<file path="src/sv/lpl_ram.sv">
// generic single-port write, single-port read ram with registered read
module lpl_ram #(
   parameter int WIDTH = 8,
   parameter int DEPTH = 256
) (
   input  logic                     clock,
   input  logic                     wr_en,
   input  logic [$clog2(DEPTH)-1:0] wr_addr,
   input  logic [WIDTH-1:0]         wr_data,
   input  logic [$clog2(DEPTH)-1:0] rd_addr,
   output logic [WIDTH-1:0]         rd_data
);
   logic [WIDTH-1:0] mem [DEPTH];

   // write port and registered read
   always_ff @(posedge clock) begin
      if (wr_en) begin
         mem[wr_addr] <= wr_data;
      end
      rd_data <= mem[rd_addr];
   end
endmodule

</file>
<file path="config.mk">
export PLATFORM = sky130hd
export DESIGN_NAME = lpl_ram
export DESIGN_NICKNAME = d
export VERILOG_FILES = /design/src/sv/lpl_ram.sv
export SDC_FILE = /design/constraint.sdc
export NUM_CORES = 2
export LEC_CHECK = 0
export ABC_AREA = 1
export BUFFER_PORTS_ARGS = -buffer_cell sky130_fd_sc_hd__buf_4
export CAP_MARGIN = 5
export CORE_MARGIN = 5
export CORE_UTILIZATION = 65
export DETAILED_ROUTE_END_ITERATION = 10
export PLACE_DENSITY = 0.81
export SLEW_MARGIN = 5
export SYNTH_ARGS = -nofsm -noshare
export SYNTH_HDL_FRONTEND = slang
export SYNTH_SLANG_ARGS = --single-unit
</file>
<file path="constraint.sdc">
create_clock -name clock -period 4.5 [get_ports clock]
set_clock_uncertainty 0.05 [all_clocks]
set_input_delay 1.125 -clock clock [delete_from_list [all_inputs] [get_ports clock]]
set_output_delay 1.125 -clock clock [all_outputs]
set_load 0.02 [all_outputs]
</file>
-- Word-level counts from Yosys, hierarchy flattened
Memories as Yosys holds them, arrays and structs flattened. A register that Yosys moved wholly into a read port is not among the register bits.
Index checks and enable logic that the tools add are counted.
Widths: inputs -> output; s select.
- bits in registers: 0
- bits in writable memories: 2048
- input port bits: 26
- output and inout bits: 8
- word-level logic and storage cells: 3
- memories kept: 1
- multiplexer cells: 2
- memories (memory ; depth ; width ; rd ports ; clocked after Yosys merged registers in ; wr ports ; RTL line ; text):
    mem ; 256 ; 8 ; 1 ; 1 ; 1 ; 13 ; logic [WIDTH-1:0] mem [DEPTH];
- operators by type and width (operator ; count):
    $mux 1 ; 2

-- Longest topological paths before layout
- depth in word-level cells: 2
- gate-level depth with buffers: 15
- gate-level depth less buffers: 11

-- Worst setup path after synthesis
No wires, ideal clock.
- kind: input-to-reg
- start point: input port wr_en
- end point: memory mem[162][0], enable pin
- library setup time: 0.370 ns
- arrival time: 2.246 ns
- required time: 4.080 ns
- setup slack: 1.834 ns
- stages: 4
- buffers on the path: 2
- cell sequence: clkbuf_1 nand3_1 clkbuf_1 nor2_1
- word-level cells in the longest chain between the ends: 2
- ends and longest elaborated chain (element ; RTL line ; text):
    start, declared ; 7 ; input logic wr_en,
    $mux 1 ; 17 ; if (wr_en) begin
    $mux 1 (not written as such) ; 18 ; mem[wr_addr] <= wr_data;
    end, declared ; 13 ;
Every way passes these cells.

-- Final worst setup path
- start point: input port wr_addr[5]
- end point: memory mem[100][4], enable pin
- RTL lines (element ; RTL line ; text):
    start, declared ; 8 ; input logic [$clog2(DEPTH)-1:0] wr_addr,
No word-level cell before the write port.

==> run metrics <==
status=completed; Slew Viols, Final=0; final wirelength=219,200 µm; top-area cell type share of the netlist area=73.74%; synthesized cell area=83,400 µm²; number of I/O port buffers=33; Synth Area in Compound Gates=0%; via count=56,430; initial antenna violation count=5; root buf cell=clkbuf_16; Hold Startpoint=rd_addr[7]; most frequent cells in the layout=nand2_1, edfxtp_1, nand3_1, nor2_1, clkbuf_16; post_cts resized=0; Die Ht=368.2 µm; DR iter-0 viols=9,133; row cnt=131; Final Hold Viols=0; nets=6,962; share of cells above drive strength 1=6.686%; DRT Pass-1 Iters=9; H-Tree Depth=4; Detailed Place HPWL=125,200 µm; first-pass GRT wire length=328,500 µm; clk slew on worst S/H paths=0.06 ns; TritonCTS buffer count=194; XOR/XNOR Fraction of Synth Area=0%; Switching Fraction=22.36%; Worst Reg2Reg Path Length in Cells=10; maxcap violations=0; drc violations=0; Die W=368.2 µm; Post-Synthesis Cells=7,003; pwr dens=427.7 nW/µm²; CP cell instances=buf_4 > inv_1 > nor2_1 > nand2_1 > nor2_1; Area contributors post-synth=edfxtp_1, nand3_1, nand2_1, buf_2, nor2_1; RSZ-0062 raised after global routing=false; starting density of the core=65.40%; Synth Area in Simple Gates=22.95%; clock tree from TritonCTS=built; pin count of the biggest net entering global routing=141; via/cell ratio=6.445; post-CTS setup buffers=0; Pint=30.36 mW; CP peak stage delay=0.92 ns; leak pwr=31.81 nW; vias in the first global route=53,900; total grt overflow=0; worst flop-to-flop path endpoint=rd_data[3]; nature of the critical path startpoint=primary input; Die Area=135,600 µm²; Ports=34; WHS=0.6275 ns; top cell type by total area after synthesis=edfxtp_1; post-synth cell types=14; slowest CP cell=nor2_1; Synth warnings=0; # clock sinks=2,056; Tmin final=3.634 ns; combinational fraction of design power=6.3%; Placer Congestion=0.9607; Hold Path Sink=rd_data[2]; highest clock rate=275.2 MHz; Mapped Nets=7,029; synthesized flop and latch total=2,056; largest family of logic cells by synthesized area=simple AND/OR/NAND/NOR gates; drt wl/cell=25.03 µm; Crit. End Element=register; Clock power frac=39.7%; slew at the pin closest to its max-slew limit=1.245 ns; later-pin clock latency in the skew report=0.85 ns; class of the worst hold path=in -> reg; r2r setup slk=2.50 ns; Arr. time, crit path=4.04 ns; worst setup path class=in -> reg; Worst R2R Start=mem[187][3]; final core occ=71.69%; endpoints failing setup=0; GRT Total Usage=32.15%; CTS Hold Bufs=0; area delta synth->final=9.617%; core area=127,500 µm²; maximum vdd drop=0.4644 mV; Antenna Nets Post-Route=0; syn avg cell area=11.91 µm²; Sw Pwr=8.740 mW; WP data required=4.91 ns; cell count of the worst hold path=3; sequential element share of the synthesized area=73.94%; crit share post-route=80.76%; Adder-Cell Fraction of Synth Area=0%; Top cell by count, worst path=nor2_1; Longest Clk Path Bufs=3; Seq pwr share=54.1%; mux cell area share after synthesis=0%; largest fanout on the critical path=16; most common cell after layout, fill and taps aside=nand2_1; Slew headroom=16.68%
-- per-layer routing --
layer  GRT usage [%]  up-vias  part of all wire [%]
met1           43.14    26750                    34
met3           8.507      707                    14
met4           17.43        4                   5.9
li1                -    24710                     -
met2           48.79     4265                    46
met5               0        -                 0.012
-- cells in the mapped netlist, drive strengths merged --
cell	number
buf	371
clkbuf	112
dfxtp	8
edfxtp	2048
inv	39
nand2	2123
nand3	2019
nor2	283
-- layout make-up --
| cell class | instances | area (µm²) |
|---|---|---|
| inverters | 39 | 180.2 |
| fillers | 7944 | 36100 |
| well taps | 1662 | 2079 |
| multi-input cells | 4425 | 19140 |
| clock inverters | 97 | 799.5 |
| diodes | 5 | 12.51 |
| clock buffers | 252 | 5136 |
| flip-flops and latches | 2056 | 61660 |
| repair buffers | 220 | 2414 |
-- registers in the layout (all words and copies together), names as in the netlist --
| name | flops |
|---|---|
| mem | 2048 |
| rd_data | 8 |
-- kinds of logic (layout without fill, tap and decap cells) --
logic type             count (synthesis)  count (layout)
DFF                                 2056            2056
and+or+nand+nor                     4425            4425
other                                  0               5
buffers and inverters                522             608
-- how the worst max path moves through the flow --
stage,end,slack (ns),from
after floorplan,mem[162][0],1.83,wr_en
after global placement,mem[201][4],-0.09,wr_addr[4]
after detailed placement,mem[164][7],0.40,wr_addr[5]
after CTS,mem[164][7],1.28,wr_addr[5]
after global routing,mem[164][7],1.02,wr_addr[5]
final,mem[100][4],0.87,wr_addr[5]
-- worst max-delay path, delay by kind of cell --
kind / cells / cell delay (ns)
and+or+nand+nor: 3 / 2.71
buffers and inverters: 2 / 0.18
-- power by group through the flow --
stage               registers, mW  clock network [mW]  logic, mW
floorplan                    21.5                   0       1.30
global placement             21.5                   0       2.29
detailed placement           21.5                   0       2.35
CTS                          21.1                15.6       2.38
global route                 21.1                16.4       2.59
finish                       21.1                15.5       2.44
-- per-stage QoR --
step | TNS (ns) | power, mW | instance area [µm²] | std cells | worst slack, ns
floorplan | 0 | 22.84 | 83400 | 7003 | 1.834
global placement | -6.072 | 23.83 | 85460 | 8401 | -0.09102
detailed placement | 0 | 23.89 | 85470 | 8402 | 0.3980
CTS | 0 | 39.10 | 91400 | 8751 | 1.278
global route | 0 | 40.17 | 91400 | 8751 | 1.024
finish | 0 | 39.10 | 91420 | 8756 | 0.8658
(Power assumes the default switching activity.)
