--- config.mk ---
export PLATFORM = sky130hd
export DESIGN_NAME = lpl_div
export DESIGN_NICKNAME = d
export VERILOG_FILES = /design/src/sv/lpl_pkg.sv /design/src/sv/lpl_div.sv
export SDC_FILE = /design/constraint.sdc
export NUM_CORES = 1
export LEC_CHECK = 0
export BUFFER_PORTS_ARGS = -buffer_cell sky130_fd_sc_hd__buf_2
export CORE_ASPECT_RATIO = 1.5
export CORE_UTILIZATION = 50
export CTS_BUF_LIST = sky130_fd_sc_hd__clkbuf_8
export DETAILED_ROUTE_END_ITERATION = 10
export PLACE_DENSITY = 0.79
export SLEW_MARGIN = 5
export SYNTH_ARGS = -nofsm -noshare
export SYNTH_HDL_FRONTEND = slang
export SYNTH_SLANG_ARGS = --single-unit
--- constraint.sdc ---
create_clock -name clock -period 3.5 [get_ports clock]
set_clock_uncertainty 0.2 [all_clocks]
set_input_delay 0.525 -clock clock [delete_from_list [all_inputs] [get_ports clock]]
set_output_delay 0.525 -clock clock [all_outputs]
set_load 0.01 [all_outputs]
--- src/sv/lpl_pkg.sv ---
// shared types and constants of the lookahead peak limiter
package lpl_pkg;

   localparam int SAMPLE_W = 24;
   localparam int LEN_W    = 9;
   localparam int COEF_W   = 24;
   localparam int GAIN_W   = 25;
   localparam int PEAK_W   = 24;
   localparam logic [GAIN_W-1:0] UNITY_GAIN   = 25'd16777216;
   localparam logic [COEF_W-1:0] CEIL_RESET   = 24'd8388608;
   localparam logic [COEF_W-1:0] COEF_RESET   = 24'd16742299;
   localparam logic [LEN_W-1:0]  LEN_RESET    = 9'd240;
   localparam logic [LEN_W-1:0]  MIN_FRAMES   = 9'd8;

   // register indexes
   localparam logic [1:0] REG_CEILING   = 2'd0;
   localparam logic [1:0] REG_RELEASE   = 2'd1;
   localparam logic [1:0] REG_LOOKAHEAD = 2'd2;

   typedef struct packed {
      logic signed [SAMPLE_W-1:0] left_in;
      logic signed [SAMPLE_W-1:0] right_in;
      logic                       drain;
   } req_word_type;

   typedef struct packed {
      logic signed [SAMPLE_W-1:0] left_out;
      logic signed [SAMPLE_W-1:0] right_out;
      logic                       last;
   } rsp_word_type;

   // ring entry: samples and real flag
   typedef struct packed {
      logic [SAMPLE_W-1:0] left;
      logic [SAMPLE_W-1:0] right;
      logic                real_flag;
   } slot_type;

   // divider handshake
   typedef struct packed {
      logic                start;
      logic [PEAK_W-1:0]   ceil_v;
      logic [PEAK_W-1:0]   peak;
   } div_cmd_type;

   typedef struct packed {
      logic                done;
      logic [GAIN_W-1:0]   quot;
   } div_rsp_type;

   // magnitude of a sample, fits in sample width unsigned
   function automatic logic [PEAK_W-1:0] mag(input logic [SAMPLE_W-1:0] s);
      logic [SAMPLE_W-1:0] n;
      begin
         n = (~s) + SAMPLE_W'(1);
         mag = s[SAMPLE_W-1] ? n : s;
      end
   endfunction

endpackage

--- src/sv/lpl_div.sv ---
// restoring divider, one quotient bit per cycle: (ceil << 24) / peak
module lpl_div (
   input  logic                      clock,
   input  logic                      reset,
   input  lpl_pkg::div_cmd_type      cmd,
   output lpl_pkg::div_rsp_type      rsp
);
   import lpl_pkg::*;
   localparam int NUM_W = PEAK_W + 24;
   localparam int CNT_W = $clog2(NUM_W + 1);

   logic [NUM_W-1:0]  num_ff, num_in;
   logic [PEAK_W:0]   rem_ff, rem_in;
   logic [PEAK_W-1:0] den_ff, den_in;
   logic [CNT_W-1:0]  cnt_ff, cnt_in;
   logic              busy_ff, busy_in;
   logic              done_ff, done_in;
   logic [PEAK_W:0]   trial;
   logic [PEAK_W:0]   diff;

   // one shift-subtract step
   always_comb begin
      num_in  = num_ff;
      rem_in  = rem_ff;
      den_in  = den_ff;
      cnt_in  = cnt_ff;
      busy_in = busy_ff;
      done_in = 1'b0;
      trial   = {rem_ff[PEAK_W-1:0], num_ff[NUM_W-1]};
      diff    = trial - {1'b0, den_ff};
      if (cmd.start) begin
         num_in  = {cmd.ceil_v, 24'd0};
         rem_in  = '0;
         den_in  = cmd.peak;
         cnt_in  = CNT_W'(NUM_W);
         busy_in = 1'b1;
      end else if (busy_ff) begin
         if (!diff[PEAK_W]) begin
            rem_in = diff;
            num_in = {num_ff[NUM_W-2:0], 1'b1};
         end else begin
            rem_in = trial;
            num_in = {num_ff[NUM_W-2:0], 1'b0};
         end
         cnt_in = cnt_ff - CNT_W'(1);
         if (cnt_ff == CNT_W'(1)) begin
            busy_in = 1'b0;
            done_in = 1'b1;
         end
      end
   end

   always_ff @(posedge clock) begin
      if (reset) begin
         busy_ff <= 1'b0;
         done_ff <= 1'b0;
         cnt_ff  <= '0;
      end else begin
         busy_ff <= busy_in;
         done_ff <= done_in;
         cnt_ff  <= cnt_in;
      end
      num_ff <= num_in;
      rem_ff <= rem_in;
      den_ff <= den_in;
   end

   // quotient is below 2^24 since peak > ceiling
   assign rsp.done = done_ff;
   assign rsp.quot = GAIN_W'(num_ff[23:0]);
endmodule

# After elaboration in Yosys (flattened, before gate mapping)
# Index checks and enable logic that the tools add are counted.
[totals]
ff_bits = 104
out_inout_bits = 26
word_cells = 25
[op_classes]
n_addsub = 2
eq_ne = 1
muxes = 10
n_bitwise = 1
n_reduce_logical = 3
[op_table]
columns = ["operator", "n"]
rows = [
  ["2-to-1 mux 48 bit", 2],
  ["subtractor 25 x 24 -> 25 bit", 1],
  ["2-to-1 mux 24 bit", 1],
  ["2-to-1 mux 6 bit", 2],
  ["equality test 6 x 1 -> 1 bit, second input constant", 1],
  ["subtractor 6 x 1 -> 6 bit, second input constant", 1],
  ["2-to-1 mux 1 bit", 5],
  ["OR reduction 3 bit", 1],
  ["nonzero test 2 bit", 1],
  ["OR reduction 2 bit", 1],
  ["inverter 1 bit", 1],
]

# Depth between registers and ports, before layout
[depth]
depth_word = 4
depth_mapped = 13
ltp_nobuf = 12

# Worst setup path before layout
# Ideal clock, no wire load.
[synth_timing]
path_type = "reg-to-reg"
from = "register num_ff[47]"
to = "register rem_ff[17]"
setup_time_ns = 0.092
arrival_ns = 2.656
setup_slack_ns = 0.552
path_stages_with_launch = 14
path_buffers = 1
path_cell_list = "edfxtp_1 inv_1 ha_1 inv_1 fa_1 a21o_1 a31o_2 a21oi_2 nor4_2 o311ai_1 nand3b_2 buf_6 nor3b_1 nor4_1"
[synth_between]
elab_chain_len = 2
[synth_rtl]
columns = ["element", "line", "source"]
rows = [
  ["start, declared", "lpl_div.sv:12", "logic [NUM_W-1:0] num_ff, num_in;"],
  ["start signal, assigned", "lpl_div.sv:63", "num_ff <= num_in;"],
  ["subtractor 25 x 24 -> 25 bit", "lpl_div.sv:30", "diff = trial - {1'b0, den_ff};"],
  ["2-to-1 mux 24 bit", "lpl_div.sv:38", "if (!diff[PEAK_W]) begin"],
  ["end signal, assigned", "lpl_div.sv:64", "rem_ff <= rem_in;"],
  ["end, declared", "lpl_div.sv:13", "logic [PEAK_W:0] rem_ff, rem_in;"],
]
# Every way passes these cells.
# A chain may end at the register's enable or synchronous reset.

# Worst setup path in the final report
[layout_timing]
from = "register num_ff[47]"
to = "register rem_ff[8]"
# The elaborated chain is that of the path after synthesis.

==> results by group <==
Status
  • Status: complete, no violations

Clock tree
  • CTS Hold Bufs: 0
  • Clock Latency Late Sink: 0.38 ns
  • Clock sinks: ~100
  • CTS Root Cell: clkbuf_8
  • Reg clk slew, reported paths: approximately 0.1 ns
  • Cts bufs inserted: 9
  • H-tree depth: 3
  • CTS tree: done
  • Bufs on Longest Clock Path: 2
  • # Post-CTS Setup Buffers: 0

Worst setup path
  • CP max FO: 14
  • Worst path max stage delay: slightly above 0.4 ns
  • Critical Path Most Common Cell: inv_1
  • CP Cell Sequence: inv_1 -> ha_1 -> inv_1 -> fa_1 -> a21o_1 -> a31o_2 -> a21oi_2 -> nor4_2 -> o311ai_2 -> nand3b_4 -> buf_4 -> mux2i_1 -> a211oi_1
  • Worst path bufs/invs: 3
  • CP required: 3.58 ns
  • CP Data Arrival Time: 3.44 ns
  • CP top delay family: compound AO/OA/AOI/OAI gates
  • CP Class: reg2reg
  • CP max stage cell: edfxtp_1
  • Crit end category: flip-flop
  • Crit path launch type: flip-flop

Floorplanning
  • I/O pins: slightly below 80
  • Std-Cell Rows: 46
  • Chip height: 131 um
  • Core area: 10700 um2
  • Die W: 88.2 um
  • Die ar.: about 12000 um2
  • Starting density of the core: between 50% and 60%

Pwr
  • Peak ir drop on the vdd network: 0.000183 V
  • Combinational power share: 19.6%
  • Pleak: 2.75 nW
  • Clock power share: between 20 and 30%
  • Power Density: 420 nW/um2
  • Switching Fraction: 28.3%
  • Tot Pwr: 2.54 mW
  • Internal Power: 1.82 mW
  • Psw: 0.720 mW
  • Flop pwr share: 54.6%

Yosys
  • Yosys warns: 0
  • Syn Inst Count: 548
  • Syn nets: 626
  • Distinct cell type count after synthesis: 60
  • Async set-reset flop share out of synthesis: 0%
  • Number of synthesized register bits: 104
  • Number of synthesized flops with an enable pin: 48
  • Ys flop type: dfxtp_1
  • Post-synthesis sequential area ratio: 46.0%
  • Average cell area after synthesis: slightly above 10 um2
  • Cell Area, Synth: 5570 um2

Global routing
  • Vias in the first global route: ~4000
  • Initial antenna violation count: 0
  • Largest net degree at the start of global routing: 50
  • First-pass GRT wire length: 17700 um
  • Total gr overflow: 0
  • Gr usage total: between 10% and 20%

Detailed routing
  • Vias/cell: 5.51
  • Initial drt markers: 147
  • Remaining routing DRC violations: 0
  • Post-DRT Antenna Nets: 0
  • Routed WL: between 10000 and 15000 um
  • Iteration count of the initial detailed-routing pass: 4
  • Vias: approximately 4100
  • WL/cell: 14.6 um

Place
  • I/O Buffers: 75
  • Placement Setup Slack: 0.0481 ns
  • Final Wtd Congestion: 0.920
  • HPWL Detailed: 7830 um

STA
  • Fin. max-slew vios: 0
  • Crit path time final: ~3.4 ns
  • Setup-failing EPs final: 0
  • Slew @ Worst Pin: 0.615 ns
  • PnR worst setup slack: ~0.14 ns
  • Final critical-path share of the clock period: 96.0%
  • Relative slew margins: 58.7%
  • Max Clk Rate: 0.298 GHz
  • Fin. Hold Viols: 0

Layout
  • Area Overhead vs Synth: 8.65%
  • Fraction of layout cells with a size suffix above 1: 18.0%
  • Antenna diodes: 0
  • Nets@finish: around 670
  • Core Util, Final: 56.5%

Job
  • Max-cap check violation count: 0

Worst hold path
  • Worst min path class: in2reg
stage by stage:
step                hold slack (ns)  instances  cell area [um2]  setup TNS [ns]
global placement              0.288        722             5870               0
finish                        0.113        738             6050               0
CTS                          0.0962        738             6040               0
floorplan                     0.269        548             5570               0
detailed placement            0.299        722             5870               0
global route                 0.0921        738             6050         -0.0264
cell type report:
class | count | area (um2)
flip-flops and latches | 104 | 2560
well taps | 144 | 180
clock inverters | 7 | 42.5
multi-input cells | 358 | 2570
repair buffers | 85 | 453
clock buffers | 9 | 124
inverters | 31 | 116
fillers | 959 | 4650
placed cells by master, fill, tap and decap left out, drive strengths merged, types with 2 or more instances in the layout:
cell type / n
o311ai: 2
mux2i: 41
a21o: 11
clkinv: 4
nand2: 30
a2111oi: 2
nand3: 7
nor4: 5
a31o: 2
nand3b: 3
o31ai: 4
nand4: 3
and3: 9
edfxtp: 48
o211ai: 2
a21oi: 19
o41ai: 3
nor2: 64
xor2: 8
ha: 26
a211o: 2
and2: 2
a211oi: 20
nand2b: 6
a311oi: 2
clkbuf: 9
nor3: 10
a32oi: 3
o21a: 3
xnor2: 16
a22o: 21
o21bai: 7
inv: 34
o21ai: 9
dfxtp: 56
buf: 85
worst reg2reg max path, cell delays in order, from the launching register on:
cell      delay, ns
edfxtp_1       0.41
inv_1          0.08
ha_1           0.16
inv_1          0.05
fa_1           0.41
a21o_1         0.19
a31o_2         0.26
a21oi_2        0.19
nor4_2         0.11
o311ai_2       0.35
nand3b_4       0.22
buf_4          0.25
mux2i_1        0.14
a211oi_1       0.23
power by group through the flow:
stage | Clock [mW] | Sequential [mW] | Combinational [mW]
4_1_cts | 0.679 | 1.39 | 0.495
6_report | 0.657 | 1.39 | 0.497
3_5_place_dp | 0 | 1.41 | 0.492
5_1_grt | 0.730 | 1.39 | 0.552
3_3_place_gp | 0 | 1.41 | 0.474
2_1_floorplan | 0 | 1.40 | 0.383
routing by layer:
layer | up-vias | GRT usage [%] | part of all wire [%]
met5 | - | 0 | 0
met4 | 0 | 9.77 | 3.1
met3 | 30 | 3.89 | 3.5
met2 | 91 | 33.8 | 52
met1 | 1915 | 21.7 | 42
li1 | 2030 | - | -
cell families after synthesis:
| family | synth area share (%) |
|---|---|
| and+or+nand+nor | 12.0 |
| AOI/OAI and AO/OA | 16.5 |
| DFF | 46.0 |
| buffers and inverters | 8.11 |
| muxes | 7.37 |
| adders and majority gates | 6.20 |
| xor gates and xnor gates | 3.77 |
| other | 0.0673 |
registers in the layout (all words and copies together), names as in the netlist:
name     flops
done_ff      1
cnt_ff       6
num_ff      48
rem_ff      24
den_ff      24
busy_ff      1
path summary, 6_finish.rpt:
path | from | to | slack [ns] | cells past startpoint
min reg2reg | cnt_ff[1] | cnt_ff[1] | 0.31 | 2
max reg2reg | num_ff[47] | rem_ff[8] | 0.14 | 13
min | cmd[9] | den_ff[9] | 0.11 | 1
max | num_ff[47] | rem_ff[8] | 0.14 | 13
synthesized netlist by cell type, drive strengths merged (4+ instances only):
| master | n | area [um2] |
|---|---|---|
| o21bai | 7 | 52.6 |
| buf | 33 | 253 |
| dfxtp | 56 | 1120 |
| xnor2 | 16 | 140 |
| edfxtp | 48 | 1440 |
| a21o | 11 | 82.6 |
| mux2i | 41 | 410 |
| clkbuf | 22 | 82.6 |
| a21oi | 19 | 98.9 |
| a22o | 21 | 184 |
| nand2b | 6 | 37.5 |
| inv | 31 | 116 |
| nand2 | 30 | 115 |
| nor4 | 5 | 43.8 |
| nor3 | 10 | 50.1 |
| and3 | 9 | 56.3 |
| nor2 | 64 | 240 |
| xor2 | 8 | 70.1 |
| ha | 26 | 325 |
| nand3 | 7 | 35.0 |
| a211oi | 20 | 150 |
| o31ai | 4 | 30.0 |
| o21ai | 9 | 45.0 |
what timing repair did:
action,CTS,global route
endpoints found under the setup margin,0,16
resized for setup,0,2
endpoints found under the hold margin,0,0
(Power assumes the default switching activity.)
